**src/rtl/bct_pkg.sv**
```systemverilog
// ============================================================================
// bct_pkg
// Shared constants, types and codes of the birthday collision table.
// ============================================================================
`default_nettype none

package bct_pkg;

    // Table geometry and hash word layout.
    localparam int TABLE_BITS   = 20;
    localparam int SEARCH_BITS  = 50;
    localparam int BUCKET_COUNT = 1 << TABLE_BITS;
    localparam int HASH_W       = 64;
    localparam int INDEX_W      = 20;
    localparam int ENTRY_W      = 32;

    // The birthday is the top SEARCH_BITS bits of the hash word.
    localparam int BDAY_SHIFT   = HASH_W - SEARCH_BITS;
    // The check key is taken from the birthday shifted down by 18.
    localparam int KEY_SHIFT    = BDAY_SHIFT + 18;

    localparam logic [ENTRY_W-1:0] KEY_MASK   = {ENTRY_W{1'b1}} << TABLE_BITS;
    localparam logic [ENTRY_W-1:0] INDEX_MASK =
        ENTRY_W'((64'd1 << INDEX_W) - 64'd1);

    // Request kinds.
    localparam logic FUNC_CLEAR  = 1'b0;
    localparam logic FUNC_INSERT = 1'b1;

    // Command queue.
    localparam int QDEPTH = 4;
    localparam int QPTR_W = $clog2(QDEPTH);
    localparam int QCNT_W = $clog2(QDEPTH + 1);

    typedef struct packed {
        logic                  clr;
        logic [TABLE_BITS-1:0] slot;
        logic [ENTRY_W-1:0]    key;
        logic [INDEX_W-1:0]    idx;
    } t_cmd;

endpackage

`default_nettype wire

```
**src/rtl/bct_queue.sv**
```systemverilog
// ============================================================================
// bct_queue
// Short command queue between the request front and the table back end.
// ============================================================================
`default_nettype none

module bct_queue (
    input  wire logic          i_clk,
    input  wire logic          i_rst_n,
    input  wire logic          i_push,
    input  wire bct_pkg::t_cmd i_cmd,
    output logic               o_ready,
    input  wire logic          i_pop,
    output logic               o_valid,
    output bct_pkg::t_cmd      o_cmd
);

    bct_pkg::t_cmd                 r_buf [bct_pkg::QDEPTH];
    logic [bct_pkg::QPTR_W-1:0]    r_wr_ptr;
    logic [bct_pkg::QPTR_W-1:0]    r_rd_ptr;
    logic [bct_pkg::QCNT_W-1:0]    r_count;
    logic                          do_push;
    logic                          do_pop;

    assign o_ready = (r_count != bct_pkg::QCNT_W'(bct_pkg::QDEPTH));
    assign o_valid = (r_count != '0);
    assign o_cmd   = r_buf[r_rd_ptr];
    assign do_push = i_push && o_ready;
    assign do_pop  = i_pop && o_valid;

    always_ff @(posedge i_clk) begin
        if (do_push) begin
            r_buf[r_wr_ptr] <= i_cmd;
        end
    end

    always_ff @(posedge i_clk) begin
        if (!i_rst_n) begin
            r_wr_ptr <= '0;
            r_rd_ptr <= '0;
            r_count  <= '0;
        end else begin
            if (do_push) begin
                r_wr_ptr <= r_wr_ptr + 1'b1;
            end
            if (do_pop) begin
                r_rd_ptr <= r_rd_ptr + 1'b1;
            end
            if (do_push && !do_pop) begin
                r_count <= r_count + 1'b1;
            end else if (do_pop && !do_push) begin
                r_count <= r_count - 1'b1;
            end
        end
    end

endmodule

`default_nettype wire

```
**config.mk**
```make
export PLATFORM = sky130hd
export DESIGN_NAME = bct_queue
export DESIGN_NICKNAME = d
export VERILOG_FILES = /design/src/rtl/bct_pkg.sv /design/src/rtl/bct_queue.sv
export SDC_FILE = /design/constraint.sdc
export NUM_CORES = 1
export LEC_CHECK = 0
export BUFFER_PORTS_ARGS = -buffer_cell sky130_fd_sc_hd__buf_2
export CAP_MARGIN = 20
export CORE_ASPECT_RATIO = 1.2
export CORE_MARGIN = 2
export CORE_UTILIZATION = 51
export DETAILED_ROUTE_END_ITERATION = 6
export GPL_TIMING_DRIVEN = 0
export PLACE_DENSITY = 0.85
export SLEW_MARGIN = 30
export SYNTH_ARGS = -nofsm -noshare
export SYNTH_HDL_FRONTEND = slang
export SYNTH_SLANG_ARGS = --single-unit
export TNS_END_PERCENT = 20
```
**constraint.sdc**
```tcl
create_clock -name i_clk -period 3.4 [get_ports i_clk]
set_clock_uncertainty 0.1 [all_clocks]
set_input_delay 0.68 -clock i_clk [delete_from_list [all_inputs] [get_ports i_clk]]
set_output_delay 0.68 -clock i_clk [all_outputs]
set_load 0.03 [all_outputs]
```
==> Word-level counts from Yosys, hierarchy flattened <==
Memories as Yosys holds them, arrays and structs flattened. A register that Yosys moved wholly into a read port is not among the register bits.
Cells that the tools add are included.
{ "totals": {"reg_bits": 7, "mem_bits_rw": 292, "in_bits": 77, "output_inout_bits": 75, "elab_cells": 23, "memories": 1} }
{ "mem_list": {"columns": ["memory", "words", "width", "rd", "rd_clocked_by_memory_dff", "wr", "line_no", "rtl"], "rows": [
  ["r_buf", 4, 73, 1, 1, 1, "bct_queue.sv:18", "bct_pkg::t_cmd r_buf [bct_pkg::QDEPTH];"]
]} }
{ "classes": {"add_sub_neg": 4, "n_eq_ne": 1, "n_mux": 6, "reduce_logical": 8} }
{ "op_table": {"columns": ["cell", "n"], "rows": [
  ["$mux 3", 2],
  ["$add 2x1->2 const B", 2],
  ["$logic_and 1x1->1", 4],
  ["$mux 2", 2],
  ["$add 3x1->3 const B", 1],
  ["$ne 3x3->1 const B", 1],
  ["$reduce_bool 3->1", 1],
  ["$sub 3x1->3 const B", 1],
  ["$logic_not 1->1", 2],
  ["$mux 1", 2],
  ["$reduce_bool 2->1", 1]
]} }

==> Logic depth before layout (Yosys ltp) <==
{ "logic_depth": {"ltp_word": 6, "depth_mapped": 8, "depth_no_buf": 8} }

==> Worst setup path before layout <==
No wires, ideal clock.
{ "synth_path": {"path_type": "input to register", "from": "in i_push", "to": "mem r_buf[2][0] in the netlist's numbering (enable)", "setup_ns": 0.439, "arrival_ns": 2.709, "required_ns": 2.861, "slack_ns": 0.152, "stages": 2, "n_path_buf": 0, "cell_sequence": "a21boi_2 > and2_1"} }
{ "synth_via": {"elab_chain_cells": 3} }
{ "synth_rtl": {"columns": ["element", "line_no", "rtl"], "rows": [
  ["from (decl)", "bct_queue.sv:10", "input wire logic i_push,"],
  ["$logic_and 1x1->1", "bct_queue.sv:28", "assign do_push = i_push && o_ready;"],
  ["$mux 1", "bct_queue.sv:32", "if (do_push) begin"],
  ["$mux 1 (not written as such)", "bct_queue.sv:33", "r_buf[r_wr_ptr] <= i_cmd;"],
  ["to (decl)", "bct_queue.sv:18", null]
]} }
Every way passes these cells.

==> metrics <==
result of the run finished, final reports clean; initial antenna violation count 1; CTS sink cnt 301; number of global-route vias before repair 5259; fraction of the yosys area taken by sequential cells 80.7%; DRT iter0 DRCs 207; top-count cell post-synth sky130_fd_sc_hd__edfxtp_1; top post-synthesis cells by area sky130_fd_sc_hd__edfxtp_1 79%, sky130_fd_sc_hd__mux4_2 15%, sky130_fd_sc_hd__dfxtp_1 1.6%; unrepaired setup endpoints after global routing false; number of enable-type register cells in the synthesized netlist 292; Buf/Inv on CP 3; delay of the slowest cell on the worst path 0.37 ns; placed cells 857; wire length after detailed routing 19.3 mm; fraction of final layout cells with drive strength greater than 1 46.0%; Gate power share 28.4%; number of iterations in the first detailed-routing pass 5; Placement Setup Slack 0.584 ns; fraction of synthesized cell area taken by the top area cell type 79.1%; Starting Density 51.6%; Critical Setup Path Class flop to output port; total congestion overflow 0; Pwr Density 819 mW/mm²; post-detailed-route wirelength per cell 21.3 µm; final std cells w/o fill 906; Die Width 139 µm; Area growth, synth to finish 19.2%; hold buffer count at CTS 0; worst-path maximum fanout 10; final max-slew violation count 0; total stage count of the critical path 4; total setup buffers inserted after CTS 0; Hold Worst Slack 0.275 ns; Internal Power 7660 µW; deepest clock path buffer count 3; net count of the mapped netlist 512; DRC violation count after routing 0; number of top-level pins 152; cell type with the highest aggregate area in the netlist sky130_fd_sc_hd__edfxtp_1; port bufs 150; sum of net half-perimeters after detailed placement 12.2 mm; share of power burned in the clock network 29.0%; worst voltage drop across the vdd grid 0.000523 V; setup slack, reg-to-reg 0.82 ns; cell count after synthesis 429; Critical Path Sink o_cmd[38]; relative slew slack 60.8%; Synth cell types 25; Sw Share 29.3%; global-route wire length before repair 29.4 mm; yosys warns 0; overall via count from detail_route 4883; remaining antenna violation count 0; summed instance area of the synthesized netlist 0.0111 mm²; top flip-flop cell by instance count after synthesis sky130_fd_sc_hd__edfxtp_1; clock transition time at the flip-flop clock pins of the worst setup and hold paths 0.07 ns; Setup violations, final 0; RePlAce Congestion 0.688; number of buffers created by CTS 27; register bit total from synthesis 301; fin crit period 2.84 ns; type of element launching the critical path flop; std cell rows 59; static leakage 0.00447 µW; Slowest cell on crit path sky130_fd_sc_hd__mux4_2; GRT Overall Usage 16.7%; insertion delay to the later sink of the worst-skew pair 0.52 ns; Post-synth top cells 292 x sky130_fd_sc_hd__edfxtp_1, 72 x sky130_fd_sc_hd__mux4_2, 9 x sky130_fd_sc_hd__dfxtp_1; count of H-tree levels built during CTS 1; maximum achievable frequency 353 MHz; via density per instance 5.39; Avg Synthesized Cell Area 25.8 µm²; depth of the worst register-to-register path 8; cell family contributing the most delay on the critical path buffers and inverters; required time reported for the critical path endpoint 2.62 ns; cells along the critical path clkbuf_2 -> buf_2 -> mux4_2 -> buf_2; core region area 0.0215 mm²; capturing point of the worst reg2reg path r_count[2]; number of hold-slack violations in the final timing report 0; Die Height 166 µm; DIE AREA 0.0229 mm²; Tightest Pin Transition 0.589 ns; net switching power figure 3170 µW; final worst slack 0.564 ns; Async S/R FF share, synth 0%; max-capacitance violation count 0; Setup crit end kind output port; portion of the clock cycle consumed by the worst path in the final layout 83.4%; cell mode on critical path sky130_fd_sc_hd__buf_2; final net count 695; Reg power frac 42.6%; data arrival time of the worst path 2.06 ns; Tightest Hold Check Type input port to flop; maximum number of pins on one net before global-route repair 42; buffer cell driving the clock tree root sky130_fd_sc_hd__clkbuf_16; CTS tree yes; launching point of the worst reg2reg path r_count[0]; cts repair resizes 0
==> layer usage <==
| metal | vias up | global-route usage [%] | share of wire [%] | wire (µm) |
|---|---|---|---|---|
| li1 | 2201 | - | - | - |
| met3 | 24 | 3.52 | 5.6 | 1090 |
| met4 | 0 | 3.90 | 1.4 | 275 |
| met2 | 144 | 31.5 | 54 | 10500 |
| met1 | 2514 | 19.9 | 39 | 7460 |
| met5 | - | 0 | 0 | 0 |
==> per-stage QoR <==
stage               power (µW)  area, µm²  TNS (ns)  util (%)
floorplan                 6980      11100         0         -
global placement          7730      12200   -327.75      56.7
detailed placement        7820      12300         0      57.2
CTS                      11000      13200         0      61.5
global route             11300      13200         0      61.5
finish                   10800      13200         0      61.5
==> cell usage in the layout (no fill, tap or decap) <==
cell / instances
sky130_fd_sc_hd__dfxtp_1: 9
sky130_fd_sc_hd__bufinv_16: 5
sky130_fd_sc_hd__nor2_1: 1
sky130_fd_sc_hd__buf_2: 157
sky130_fd_sc_hd__clkinvlp_4: 1
sky130_fd_sc_hd__edfxtp_1: 292
sky130_fd_sc_hd__fa_1: 1
sky130_fd_sc_hd__or3_1: 2
sky130_fd_sc_hd__and2_1: 4
sky130_fd_sc_hd__clkbuf_8: 4
sky130_fd_sc_hd__inv_1: 3
sky130_fd_sc_hd__xnor2_1: 3
sky130_fd_sc_hd__a21boi_2: 1
sky130_fd_sc_hd__diode_2: 1
sky130_fd_sc_hd__buf_12: 10
sky130_fd_sc_hd__clkinv_1: 1
sky130_fd_sc_hd__buf_6: 1
sky130_fd_sc_hd__o31ai_2: 1
sky130_fd_sc_hd__o21ai_0: 1
sky130_fd_sc_hd__clkbuf_2: 1
sky130_fd_sc_hd__clkinv_2: 4
sky130_fd_sc_hd__buf_16: 1
sky130_fd_sc_hd__nor2b_1: 1
sky130_fd_sc_hd__and2_4: 4
sky130_fd_sc_hd__clkbuf_1: 6
sky130_fd_sc_hd__nand2_1: 5
sky130_fd_sc_hd__clkbuf_16: 27
sky130_fd_sc_hd__xor2_1: 1
sky130_fd_sc_hd__mux4_2: 72
sky130_fd_sc_hd__mux2i_1: 3
sky130_fd_sc_hd__inv_6: 1
sky130_fd_sc_hd__o311ai_1: 1
sky130_fd_sc_hd__ha_1: 5
sky130_fd_sc_hd__a21boi_0: 1
sky130_fd_sc_hd__mux4_1: 1
==> worst min-delay path by stage <==
stage	cells after the start	start	endpoint
2_1_floorplan	2	r_wr_ptr[1]	r_wr_ptr[1]
3_3_place_gp	2	r_wr_ptr[0]	r_wr_ptr[0]
3_5_place_dp	2	r_wr_ptr[1]	r_wr_ptr[1]
4_1_cts	1	i_cmd[18]	r_buf[2][18]
5_1_grt	1	i_cmd[1]	r_buf[1][1]
6_report	1	i_cmd[13]	r_buf[3][13]
==> sequential cells by signal (all words and copies together) (netlist names), named ones only <==
register / cells
r_wr_ptr: 2
r_buf: 292
r_rd_ptr: 2
r_count: 3
==> kinds of logic (layout without fill, tap and decap cells) <==
group           Yosys count  in the layout  synth area share [%]
compound gates            5              5                 0.406
fa+ha+maj                 6              6                 0.745
mux                      76             76                  15.1
flops                   301            301                  80.7
xor+xnor                  4              4                 0.316
buf+inv                  20            222                  1.86
simple gates             17             17                 0.824
other cells               0              1                     0
==> area by class of cell <==
type,count,area (µm²)
Antenna cell,1,2.50
Clock buffer,36,749
Inverter,3,11.3
Buffer,17,195
Clock inverter,12,190
Timing Repair Buffer,154,838
Multi-Input combinational cell,108,1940
Fill cell,1426,8260
Sequential cell,301,8950
Tap cell,274,343
==> power groups by stage <==
| stage | clock network [µW] | registers [µW] | logic, µW |
|---|---|---|---|
| after floorplan | 0 | 4670 | 2310 |
| after global placement | 0 | 4700 | 3020 |
| after detailed placement | 0 | 4690 | 3130 |
| after CTS | 3220 | 4620 | 3140 |
| after global routing | 3360 | 4640 | 3270 |
| final | 3140 | 4610 | 3080 |
Power figures use the tool's default switching activity.
